File: src/rtl/core/pbrd_pkg.sv
// Shared types and constants for the run decoder.
// Used by the front parser, the command queue, the back emitter and the top level.
// No dependencies.
`default_nettype none

package pbrd_pkg;

    // Run kind in the top two bits of a flag byte.
    localparam logic [1:0] KindLit  = 2'b00;  // literal bytes follow
    localparam logic [1:0] KindRep1 = 2'b01;  // one byte repeated
    localparam logic [1:0] KindPat  = 2'b10;  // four-byte pattern repeated
    localparam logic [1:0] KindRep4 = 2'b11;  // one byte repeated as words

    // Result status codes.
    localparam logic [1:0] StOk       = 2'd0;
    localparam logic [1:0] StOverrun  = 2'd1;
    localparam logic [1:0] StEndInRun = 2'd2;

    // Bytes per result word.
    localparam logic [2:0] NbNone = 3'd0;
    localparam logic [2:0] NbByte = 3'd1;
    localparam logic [2:0] NbWord = 3'd4;

    // Capacity after reset.
    localparam logic [15:0] CapReset = 16'h8000;

    // Command queue between the parser and the emitter.
    localparam int CmdDepth = 4;
    localparam int CmdPtrW  = $clog2(CmdDepth);

    // One command: a run of count words (count may be zero), then an optional
    // end-inside-run error; last says the source byte closed the stream.
    typedef struct packed {
        logic [31:0] word;
        logic        wide;
        logic [6:0]  count;
        logic        last;
        logic        err2;
    } t_cmd;

endpackage

`default_nettype wire

File: src/rtl/core/pbrd_ifs.sv
// Valid/ready channel interfaces for the source bytes and the decoded results.
// Depends on nothing; used by the front, back and top level.
`default_nettype none

interface pbrd_in_if;
    logic       valid;
    logic       ready;
    logic [7:0] src_byte;
    logic       end_of_source;

    modport source (output valid, output src_byte, output end_of_source, input ready);
    modport sink (input valid, input src_byte, input end_of_source, output ready);
endinterface

interface pbrd_out_if;
    logic        valid;
    logic        ready;
    logic [31:0] out_data;
    logic [2:0]  out_bytes;
    logic        final_res;
    logic [1:0]  status;
    logic [15:0] total_written;

    modport source (
        output valid, output out_data, output out_bytes, output final_res,
        output status, output total_written, input ready
    );
    modport sink (
        input valid, input out_data, input out_bytes, input final_res,
        input status, input total_written, output ready
    );
endinterface

`default_nettype wire

File: src/rtl/core/pbrd_front.sv
// Front parser: accepts source bytes, tracks the run being parsed and turns
// each byte into at most one command. Depends on pbrd_pkg and pbrd_in_if.
`default_nettype none

module pbrd_front
    import pbrd_pkg::*;
(
    input  wire        i_clk,
    input  wire        i_rst_n,
    pbrd_in_if.sink    i_src,
    input  wire        i_full,
    output logic       o_push,
    output t_cmd       o_cmd
);

    typedef enum logic [2:0] {
        PH_FLAG = 3'd0,
        PH_LIT  = 3'd1,
        PH_REP1 = 3'd2,
        PH_PAT  = 3'd3,
        PH_REP4 = 3'd4
    } t_phase;

    t_phase      r_phase, n_phase;
    logic [6:0]  r_run_left, n_run_left;
    logic [23:0] r_pattern, n_pattern;
    logic [1:0]  r_fill, n_fill;
    logic        accept;
    logic [7:0]  b;
    logic        e;

    assign i_src.ready = !i_full;
    assign accept      = i_src.valid && !i_full;
    assign b           = i_src.src_byte;
    assign e           = i_src.end_of_source;

    // Classify the accepted byte by phase and build its command.
    always_comb begin
        n_phase    = r_phase;
        n_run_left = r_run_left;
        n_pattern  = r_pattern;
        n_fill     = r_fill;
        o_push     = 1'b0;
        o_cmd      = '0;
        o_cmd.last = e;
        if (accept) begin
            unique case (r_phase)
                PH_LIT: begin
                    o_push       = 1'b1;
                    o_cmd.word   = {24'd0, b};
                    o_cmd.count  = 7'd1;
                    o_cmd.err2   = e && (r_run_left != 7'd1);
                    n_run_left   = r_run_left - 7'd1;
                    if (r_run_left == 7'd1 || e) begin
                        n_phase = PH_FLAG;
                    end
                end
                PH_REP1: begin
                    o_push      = 1'b1;
                    o_cmd.word  = {24'd0, b};
                    o_cmd.count = r_run_left;
                    n_phase     = PH_FLAG;
                end
                PH_PAT: begin
                    if (r_fill != 2'd3) begin
                        n_pattern[8*r_fill +: 8] = b;
                        n_fill = r_fill + 2'd1;
                        if (e) begin
                            // Stream ends before the pattern is complete.
                            o_push     = 1'b1;
                            o_cmd.err2 = 1'b1;
                            n_phase    = PH_FLAG;
                            n_fill     = 2'd0;
                        end
                    end else begin
                        o_push      = 1'b1;
                        o_cmd.word  = {b, r_pattern};
                        o_cmd.wide  = 1'b1;
                        o_cmd.count = r_run_left;
                        n_phase     = PH_FLAG;
                        n_fill      = 2'd0;
                    end
                end
                PH_REP4: begin
                    o_push      = 1'b1;
                    o_cmd.word  = {b, b, b, b};
                    o_cmd.wide  = 1'b1;
                    o_cmd.count = r_run_left;
                    n_phase     = PH_FLAG;
                end
                default: begin
                    // Flag byte: count and run kind.
                    n_run_left = {1'b0, b[5:0]} + 7'd1;
                    n_pattern  = '0;
                    n_fill     = 2'd0;
                    unique case (b[7:6])
                        KindLit:  n_phase = PH_LIT;
                        KindRep1: n_phase = PH_REP1;
                        KindPat:  n_phase = PH_PAT;
                        KindRep4: n_phase = PH_REP4;
                        default:  n_phase = PH_FLAG;
                    endcase
                    if (e) begin
                        o_push     = 1'b1;
                        o_cmd.err2 = 1'b1;
                        n_phase    = PH_FLAG;
                    end
                end
            endcase
        end
    end

    // Parser state.
    always_ff @(posedge i_clk) begin
        if (!i_rst_n) begin
            r_phase    <= PH_FLAG;
            r_run_left <= '0;
            r_pattern  <= '0;
            r_fill     <= '0;
        end else begin
            r_phase    <= n_phase;
            r_run_left <= n_run_left;
            r_pattern  <= n_pattern;
            r_fill     <= n_fill;
        end
    end

endmodule

`default_nettype wire

File: src/rtl/core/pbrd_fifo.sv
// Short command queue between the parser and the emitter.
// Depends on pbrd_pkg for the command type and depth.
`default_nettype none

module pbrd_fifo
    import pbrd_pkg::*;
(
    input  wire  i_clk,
    input  wire  i_rst_n,
    input  wire  i_push,
    input  t_cmd i_data,
    input  wire  i_pop,
    output t_cmd o_head,
    output logic o_full,
    output logic o_empty
);

    t_cmd               r_mem [CmdDepth];
    logic [CmdPtrW-1:0] r_wr_ptr;
    logic [CmdPtrW-1:0] r_rd_ptr;
    logic [CmdPtrW:0]   r_count;

    assign o_full  = (r_count == (CmdPtrW+1)'(CmdDepth));
    assign o_empty = (r_count == '0);
    assign o_head  = r_mem[r_rd_ptr];

    // Storage is written only; no reset needed.
    always_ff @(posedge i_clk) begin
        if (i_push) begin
            r_mem[r_wr_ptr] <= i_data;
        end
    end

    // Pointers and fill count.
    always_ff @(posedge i_clk) begin
        if (!i_rst_n) begin
            r_wr_ptr <= '0;
            r_rd_ptr <= '0;
            r_count  <= '0;
        end else begin
            if (i_push) begin
                r_wr_ptr <= r_wr_ptr + CmdPtrW'(1);
            end
            if (i_pop) begin
                r_rd_ptr <= r_rd_ptr + CmdPtrW'(1);
            end
            if (i_push && !i_pop) begin
                r_count <= r_count + (CmdPtrW+1)'(1);
            end else if (i_pop && !i_push) begin
                r_count <= r_count - (CmdPtrW+1)'(1);
            end
        end
    end

endmodule

`default_nettype wire

File: src/rtl/core/pbrd_back.sv
// Back emitter: plays out commands as result words, keeps the byte count,
// checks capacity and drops commands after an overrun. Depends on pbrd_pkg
// and pbrd_out_if.
`default_nettype none

module pbrd_back
    import pbrd_pkg::*;
(
    input  wire         i_clk,
    input  wire         i_rst_n,
    input  wire  [15:0] i_cap,
    input  t_cmd        i_head,
    input  wire         i_empty,
    output logic        o_pop,
    pbrd_out_if.source  o_res
);

    typedef enum logic [1:0] {
        S_IDLE = 2'd0,
        S_DATA = 2'd1,
        S_ERR  = 2'd2
    } t_state;

    t_state      r_state, n_state;
    t_cmd        r_cmd, n_cmd;
    logic [6:0]  r_left, n_left;
    logic [15:0] r_bw, n_bw;
    logic        r_discard, n_discard;

    logic        r_out_valid, n_out_valid;
    logic [31:0] r_out_data, n_out_data;
    logic [2:0]  r_out_bytes, n_out_bytes;
    logic        r_out_final, n_out_final;
    logic [1:0]  r_out_status, n_out_status;
    logic [15:0] r_out_total, n_out_total;

    logic        slot_free;
    logic [2:0]  nb;
    logic [16:0] bw_after;
    logic        overrun;

    assign o_res.valid         = r_out_valid;
    assign o_res.out_data      = r_out_data;
    assign o_res.out_bytes     = r_out_bytes;
    assign o_res.final_res     = r_out_final;
    assign o_res.status        = r_out_status;
    assign o_res.total_written = r_out_total;

    assign slot_free = !r_out_valid || o_res.ready;
    assign nb        = r_cmd.wide ? NbWord : NbByte;
    assign bw_after  = {1'b0, r_bw} + {14'd0, nb};
    assign overrun   = bw_after > {1'b0, i_cap};

    // Command sequencing and result generation.
    always_comb begin
        n_state      = r_state;
        n_cmd        = r_cmd;
        n_left       = r_left;
        n_bw         = r_bw;
        n_discard    = r_discard;
        n_out_valid  = r_out_valid && !o_res.ready;
        n_out_data   = r_out_data;
        n_out_bytes  = r_out_bytes;
        n_out_final  = r_out_final;
        n_out_status = r_out_status;
        n_out_total  = r_out_total;
        o_pop        = 1'b0;
        unique case (r_state)
            S_IDLE: begin
                if (!i_empty) begin
                    o_pop = 1'b1;
                    if (r_discard) begin
                        // Dropping until the end of the stream.
                        if (i_head.last) begin
                            n_bw      = '0;
                            n_discard = 1'b0;
                        end
                    end else begin
                        n_cmd  = i_head;
                        n_left = i_head.count;
                        n_state = (i_head.count != 7'd0) ? S_DATA : S_ERR;
                    end
                end
            end
            S_DATA: begin
                if (slot_free) begin
                    n_out_valid = 1'b1;
                    if (overrun) begin
                        n_out_data   = '0;
                        n_out_bytes  = NbNone;
                        n_out_final  = 1'b1;
                        n_out_status = StOverrun;
                        n_out_total  = r_bw;
                        if (r_cmd.last) begin
                            n_bw = '0;
                        end else begin
                            n_discard = 1'b1;
                        end
                        n_state = S_IDLE;
                    end else begin
                        n_out_data   = r_cmd.word;
                        n_out_bytes  = nb;
                        n_out_final  = (r_left == 7'd1) && r_cmd.last && !r_cmd.err2;
                        n_out_status = StOk;
                        n_out_total  = bw_after[15:0];
                        n_bw         = bw_after[15:0];
                        n_left       = r_left - 7'd1;
                        if (r_left == 7'd1) begin
                            if (r_cmd.err2) begin
                                n_state = S_ERR;
                            end else begin
                                if (r_cmd.last) begin
                                    n_bw = '0;
                                end
                                n_state = S_IDLE;
                            end
                        end
                    end
                end
            end
            S_ERR: begin
                // Source ended inside a run; this always closes the stream.
                if (slot_free) begin
                    n_out_valid  = 1'b1;
                    n_out_data   = '0;
                    n_out_bytes  = NbNone;
                    n_out_final  = 1'b1;
                    n_out_status = StEndInRun;
                    n_out_total  = r_bw;
                    n_bw         = '0;
                    n_discard    = 1'b0;
                    n_state      = S_IDLE;
                end
            end
            default: n_state = S_IDLE;
        endcase
    end

    // State and registered outputs.
    always_ff @(posedge i_clk) begin
        if (!i_rst_n) begin
            r_state     <= S_IDLE;
            r_left      <= '0;
            r_bw        <= '0;
            r_discard   <= 1'b0;
            r_out_valid <= 1'b0;
        end else begin
            r_state     <= n_state;
            r_left      <= n_left;
            r_bw        <= n_bw;
            r_discard   <= n_discard;
            r_out_valid <= n_out_valid;
        end
        r_cmd        <= n_cmd;
        r_out_data   <= n_out_data;
        r_out_bytes  <= n_out_bytes;
        r_out_final  <= n_out_final;
        r_out_status <= n_out_status;
        r_out_total  <= n_out_total;
    end

endmodule

`default_nettype wire

File: src/rtl/core/packbytes_run_decoder.sv
// PackBytes run decoder, top level: capacity register, parser, command queue
// and emitter. Depends on pbrd_pkg, pbrd_ifs, pbrd_front, pbrd_fifo, pbrd_back.
//
// Usage:
// Source bytes arrive on i_src (valid/ready); a transfer takes one byte and
// its end_of_source mark. Results leave on o_res (valid/ready), one word of
// zero, one or four bytes per transfer; final_res marks the last result of a
// stream, with status and the running byte total.
// The capacity register is written with i_cfg_we/i_cfg_wdata; the user must
// write it only while idle, the block itself does not enforce this.
// The first result of a byte passes through the queue entry, the command
// register and the output register. Throughput: the parser takes one byte
// per cycle while the four-entry command queue has room. The emitter fetches
// a command only once it has finished the last one, then emits its result
// words; for long runs the output side sets the rate at one word per cycle
// while the receiver is ready.
// Reset clears the parser, the queue, the byte count and the output
// valid flag, and sets the capacity to 32768 bytes.
// A stalled receiver holds the output register; the emitter then waits,
// the queue fills and i_src.ready drops until room returns.
`default_nettype none

module packbytes_run_decoder
    import pbrd_pkg::*;
(
    input  wire         i_clk,
    input  wire         i_rst_n,
    pbrd_in_if.sink     i_src,
    pbrd_out_if.source  o_res,
    input  wire         i_cfg_we,
    input  wire  [15:0] i_cfg_wdata
);

    logic [15:0] r_out_capacity;
    logic        push;
    logic        pop;
    logic        full;
    logic        empty;
    t_cmd        cmd_in;
    t_cmd        cmd_head;

    // Capacity register.
    always_ff @(posedge i_clk) begin
        if (!i_rst_n) begin
            r_out_capacity <= CapReset;
        end else if (i_cfg_we) begin
            r_out_capacity <= i_cfg_wdata;
        end
    end

    pbrd_front u_front (
        .i_clk   (i_clk),
        .i_rst_n (i_rst_n),
        .i_src   (i_src),
        .i_full  (full),
        .o_push  (push),
        .o_cmd   (cmd_in)
    );

    pbrd_fifo u_fifo (
        .i_clk   (i_clk),
        .i_rst_n (i_rst_n),
        .i_push  (push),
        .i_data  (cmd_in),
        .i_pop   (pop),
        .o_head  (cmd_head),
        .o_full  (full),
        .o_empty (empty)
    );

    pbrd_back u_back (
        .i_clk   (i_clk),
        .i_rst_n (i_rst_n),
        .i_cap   (r_out_capacity),
        .i_head  (cmd_head),
        .i_empty (empty),
        .o_pop   (pop),
        .o_res   (o_res)
    );

endmodule

`default_nettype wire

File: src/flat_wrapper.sv
// flat-port wrapper written by rule: the top's interface ports become plain ports
module packbytes_run_decoder_flat import pbrd_pkg::*;
  (i_clk, i_rst_n, i_cfg_we, i_cfg_wdata, i_src_valid, i_src_src_byte, i_src_end_of_source, i_src_ready, o_res_valid, o_res_out_data, o_res_out_bytes, o_res_final_res, o_res_status, o_res_total_written, o_res_ready);
  pbrd_in_if i_src_i ();
  pbrd_out_if o_res_i ();
  input  wire i_clk;
  input  wire i_rst_n;
  input  wire i_cfg_we;
  input  wire  [15:0] i_cfg_wdata;
  input wire logic [$bits(i_src_i.valid)-1:0] i_src_valid;
  input wire logic [$bits(i_src_i.src_byte)-1:0] i_src_src_byte;
  input wire logic [$bits(i_src_i.end_of_source)-1:0] i_src_end_of_source;
  output wire logic [$bits(i_src_i.ready)-1:0] i_src_ready;
  output wire logic [$bits(o_res_i.valid)-1:0] o_res_valid;
  output wire logic [$bits(o_res_i.out_data)-1:0] o_res_out_data;
  output wire logic [$bits(o_res_i.out_bytes)-1:0] o_res_out_bytes;
  output wire logic [$bits(o_res_i.final_res)-1:0] o_res_final_res;
  output wire logic [$bits(o_res_i.status)-1:0] o_res_status;
  output wire logic [$bits(o_res_i.total_written)-1:0] o_res_total_written;
  input wire logic [$bits(o_res_i.ready)-1:0] o_res_ready;
  assign i_src_i.valid = i_src_valid;
  assign i_src_i.src_byte = i_src_src_byte;
  assign i_src_i.end_of_source = i_src_end_of_source;
  assign i_src_ready = i_src_i.ready;
  assign o_res_valid = o_res_i.valid;
  assign o_res_out_data = o_res_i.out_data;
  assign o_res_out_bytes = o_res_i.out_bytes;
  assign o_res_final_res = o_res_i.final_res;
  assign o_res_status = o_res_i.status;
  assign o_res_total_written = o_res_i.total_written;
  assign o_res_i.ready = o_res_ready;
  packbytes_run_decoder u_core (.i_clk(i_clk), .i_rst_n(i_rst_n), .i_src(i_src_i), .o_res(o_res_i), .i_cfg_we(i_cfg_we), .i_cfg_wdata(i_cfg_wdata));
endmodule
File: config.mk
export PLATFORM = sky130hd
export DESIGN_NAME = packbytes_run_decoder_flat
export DESIGN_NICKNAME = d
export VERILOG_FILES = /design/src/rtl/core/pbrd_pkg.sv /design/src/rtl/core/pbrd_ifs.sv /design/src/rtl/core/pbrd_front.sv /design/src/rtl/core/pbrd_fifo.sv /design/src/rtl/core/pbrd_back.sv /design/src/rtl/core/packbytes_run_decoder.sv /design/src/flat_wrapper.sv
export SDC_FILE = /design/constraint.sdc
export NUM_CORES = 1
export LEC_CHECK = 0
export ABC_AREA = 1
export CAP_MARGIN = 40
export CELL_PAD_IN_SITES_DETAIL_PLACEMENT = 1
export CELL_PAD_IN_SITES_GLOBAL_PLACEMENT = 1
export CORE_MARGIN = 4
export CORE_UTILIZATION = 40
export CTS_CLUSTER_SIZE = 40
export DETAILED_ROUTE_END_ITERATION = 10
export DONT_BUFFER_PORTS = 1
export PLACE_DENSITY = 0.74
export SYNTH_ARGS = -nofsm -noshare
export SYNTH_HDL_FRONTEND = slang
export SYNTH_SLANG_ARGS = --single-unit
File: constraint.sdc
create_clock -name i_clk -period 7.1 [get_ports i_clk]
set_input_delay 0.355 -clock i_clk [delete_from_list [all_inputs] [get_ports i_clk]]
set_output_delay 0.355 -clock i_clk [all_outputs]
set_load 0.01 [all_outputs]
==> out/metrics.csv <==
stage,metric,value,unit
cts,cts.htree.levels,2,
synth,synth.avg_cell_area,10.2,µm²
cts,worstSkewPairLatency,0.54,ns
final_layout,drive_above_1_share,0.0938,
critical_path,path_buf_inv,3,
routing,drt_wl_total,38.9,mm
synth,synth_nets,1578,
cts,post_cts_buffers,0,
min_path,hold_class,in -> reg,
run_status,status,finished clean,
critical_path,start_kind,flip-flop,
placement,post-dp-hpwl,25.4,mm
power_and_ir_drop,switching_share,0.376,
die,die_area,41700,µm²
synth,synth.cell_area,15400,µm²
min_path,worst_hold_path.num_cells,2,
cts,clock_path_buffers,3,
synth,yosysWarnings,0,
critical_path,endpoint_kind,flip-flop,
critical_path,crit_path_top_delay_cell,nor2_4,
critical_path,critPathKind,reg -> reg,
power_and_ir_drop,p_clk_frac,0.257,
final_layout,synthToLayoutAreaGrowth,11.5,%
sta,whs,0.0363,ns
final_layout,n_fill_cell,4206,
placement,pre_cts_slack,2.61,ns
synth,syn_inst,1506,
die,die_y,204,µm
flow_run,cap_violations,0,
power_and_ir_drop,power.share.combinational,0.316,
cts,cts-resized-gates,0,
sta,clock.fmax,0.224,GHz
placement,routabilityCongestion,0.851,
critical_path,critical_path_required,7.36,ns
die,rows,71,
power_and_ir_drop,ir_drop,167,µV
cts,cts.clk_slew.worst_paths,0.06,ns
sta,fin_ws,2.64,ns
sta,slew_violations,0,
synth,synth_cell_types,49,
power_and_ir_drop,p_sw,0.00285,W
critical_path,cp_common_cell,nand2_1,
critical_path,cp_num_cells,19,
power_and_ir_drop,intPower,0.00473,W
routing,routedWlPerCell,19.1,µm
critical_path,arrival,4.72,ns
die,io_pins,86,
power_and_ir_drop,seq_power_share,0.427,
final_layout,final_cell_mix,"edfxtp_1, nor2_1, inv_1",
sta,finalSetupViolCount,0,
routing,detail_route.iter0.violations,685,
routing,first_pass_iters,5,
routing,viasPerCell,5.26,
synth,synth_edf_count,256,
synth,yosysSeqAreaShare,0.614,
global_route,grt_pass1_wl,61.6,mm
sta,worstMarginPinSlew,0.832,ns
power_and_ir_drop,power.total,0.00758,W
critical_path,path_delay_family,simple AND/OR/NAND/NOR gates,
sta,fin_tns_setup,0,ns
sta,rsz0062_at_grt,no,
sta,fin_crit,4.46,ns
critical_path,critical-path-max-stage-delay,0.62,ns
cts,cts-hold-fix-buffers,6,
global_route,grt_pass1_vias,11222,
global_route,grt_usage,0.185,
power_and_ir_drop,p_leak,6.30,nW
global_route,grt_overflow_total,0,
cts,root_buffer,clkbuf_16,
global_route,antenna_found_initial,0,
sta,fin_skew,0.0174,ns
global_route,grt_max_degree,82,
critical_path,path_cells,ha_1 > nand3_1 > nand2_1 > nand2_1 > nor2_1 > xor2_1 > inv_1 > ha_1 > nand2_1 > nor2_1 > nand3_1 > nor2_1 > o21ai_2 > nand2_4 > inv_4 > nor2_4 > inv_2 > nand2_1 > o21ai_0,
cts,cts_buffers,39,
routing,antenna_left,0,
die,die_w,204,µm
die,core_area,37800,µm²
final_layout,final_util,0.454,
sta,relSlewSlack,0.445,
critical_path,crit_fanout,39,
sta,final_hold_viol_count,0,
die,initial_utilization,0.407,
final_layout,n_antenna_cell,0,
routing,vias,10707,
sta,finalCritPeriodShare,0.628,
synth,async_flop_share,0,
placement,io_buffers,0,
power_and_ir_drop,power.density,441,nW/µm²
routing,drt_drc_violations_left,0,
cts,cts_tree,yes,
synth,ys.flop_type,edfxtp_1,
cts,cts_sinks,344,
final_layout,layout.nets,1566,
final_layout,final_common_cell,edfxtp_1,
synth,yosys_register_bits,344,
critical_path,worst_r2r_path_depth,19,
## synth_stat cells (9+ instances only)
| master | n | share of area |
|---|---|---|
| edfxtp_1 | 256 | 0.50 |
| nor2_1 | 233 | 0.057 |
| inv_1 | 173 | 0.042 |
| nand2_1 | 165 | 0.040 |
| o21ai_0 | 132 | 0.043 |
| dfxtp_1 | 88 | 0.11 |
| a21oi_1 | 84 | 0.027 |
| nand3_1 | 60 | 0.019 |
| clkbuf_1 | 41 | 0.010 |
| ha_1 | 41 | 0.033 |
| o22ai_1 | 38 | 0.015 |
| nor3_1 | 25 | 0.0081 |
| buf_2 | 18 | 0.0058 |
| xor2_1 | 18 | 0.010 |
| o21ai_2 | 16 | 0.0091 |
| a31oi_1 | 14 | 0.0057 |
| nand4_1 | 14 | 0.0057 |
| a211oi_2 | 12 | 0.0097 |
| buf_6 | 11 | 0.0080 |
| nand2_2 | 9 | 0.0037 |
## cell families (layout without fill, tap and decap cells)
kind of cell	count (synthesis)	after routing	synth area share
buffers and inverters	256	274	0.0701
XOR/XNOR	20	20	0.0114
adder cells (fa/ha/maj)	42	42	0.0346
other	1	1	0.000243
AO/OA/AOI/OAI	316	316	0.122
flip-flops	344	344	0.614
AND/OR/NAND/NOR	527	527	0.148
## metrics by stage
stage,instances,area (µm²)
finish,2035,17200
global route,2035,17200
CTS,2035,17200
detailed placement,1958,15900
global placement,1955,15800
floorplan,1506,15400
## flip-flops by register name (all words and copies together) (netlist names), named ones only
signal,flops
u_core.u_back.o_res.out_data,32
u_core.u_fifo.r_mem,168
u_core.u_back.r_cmd,35
u_core.u_fifo.r_wr_ptr,2
u_core.u_front.r_run_left,7
u_core.u_back.o_res.total_written,16
u_core.u_back.o_res.status,2
u_core.u_fifo.r_rd_ptr,2
u_core.u_front.r_fill,2
u_core.u_back.o_res.final_res,1
u_core.u_back.r_state,2
u_core.u_front.r_phase,3
u_core.u_back.r_left,7
u_core.u_front.r_pattern,24
u_core.u_back.r_discard,1
u_core.u_back.r_bw,16
u_core.u_back.o_res.out_bytes,2
u_core.r_out_capacity,16
u_core.u_fifo.r_count,3
u_core.u_back.o_res.valid,1
## layer usage
layer / track usage / up-vias / wire length [µm]
li1: - / 5117 / -
met1: 0.252 / 5332 / 17900
met2: 0.311 / 211 / 18700
met3: 0.0306 / 47 / 1620
met4: 0.0474 / 0 / 671
met5: 0 / - / 0
## power by group through the flow
stage / clock, W / sequential (W) / combinational, W
after floorplan: 0 / 0.00320 / 0.00179
after global routing: 0.00209 / 0.00330 / 0.00271
after CTS: 0.00199 / 0.00325 / 0.00242
after global placement: 0 / 0.00327 / 0.00224
final: 0.00195 / 0.00324 / 0.00239
after detailed placement: 0 / 0.00329 / 0.00239
## cell type report
class,count,area [µm²],area share
well taps,511,639,0.0372
flip-flops and latches,344,9450,0.550
repair buffers,19,223,0.0130
clock buffers,52,1070,0.0626
multi-input cells,906,4920,0.286
clock inverters,19,169,0.00984
inverters,184,701,0.0408
## path summary, 6_finish.rpt
kind | endpoint | slack, ns | startpoint
hold reg to reg | u_core.u_front.r_pattern[9] | 0.45 | u_core.u_front.r_pattern[9]
setup / recovery | u_core.u_back.o_res.total_written[0] | 2.64 | u_core.u_back.r_cmd[9]
setup reg to reg | u_core.u_back.o_res.total_written[0] | 2.64 | u_core.u_back.r_cmd[9]
hold / removal | u_core.r_out_capacity[7] | 0.04 | i_cfg_wdata[7]
(Power assumes the default switching activity.)
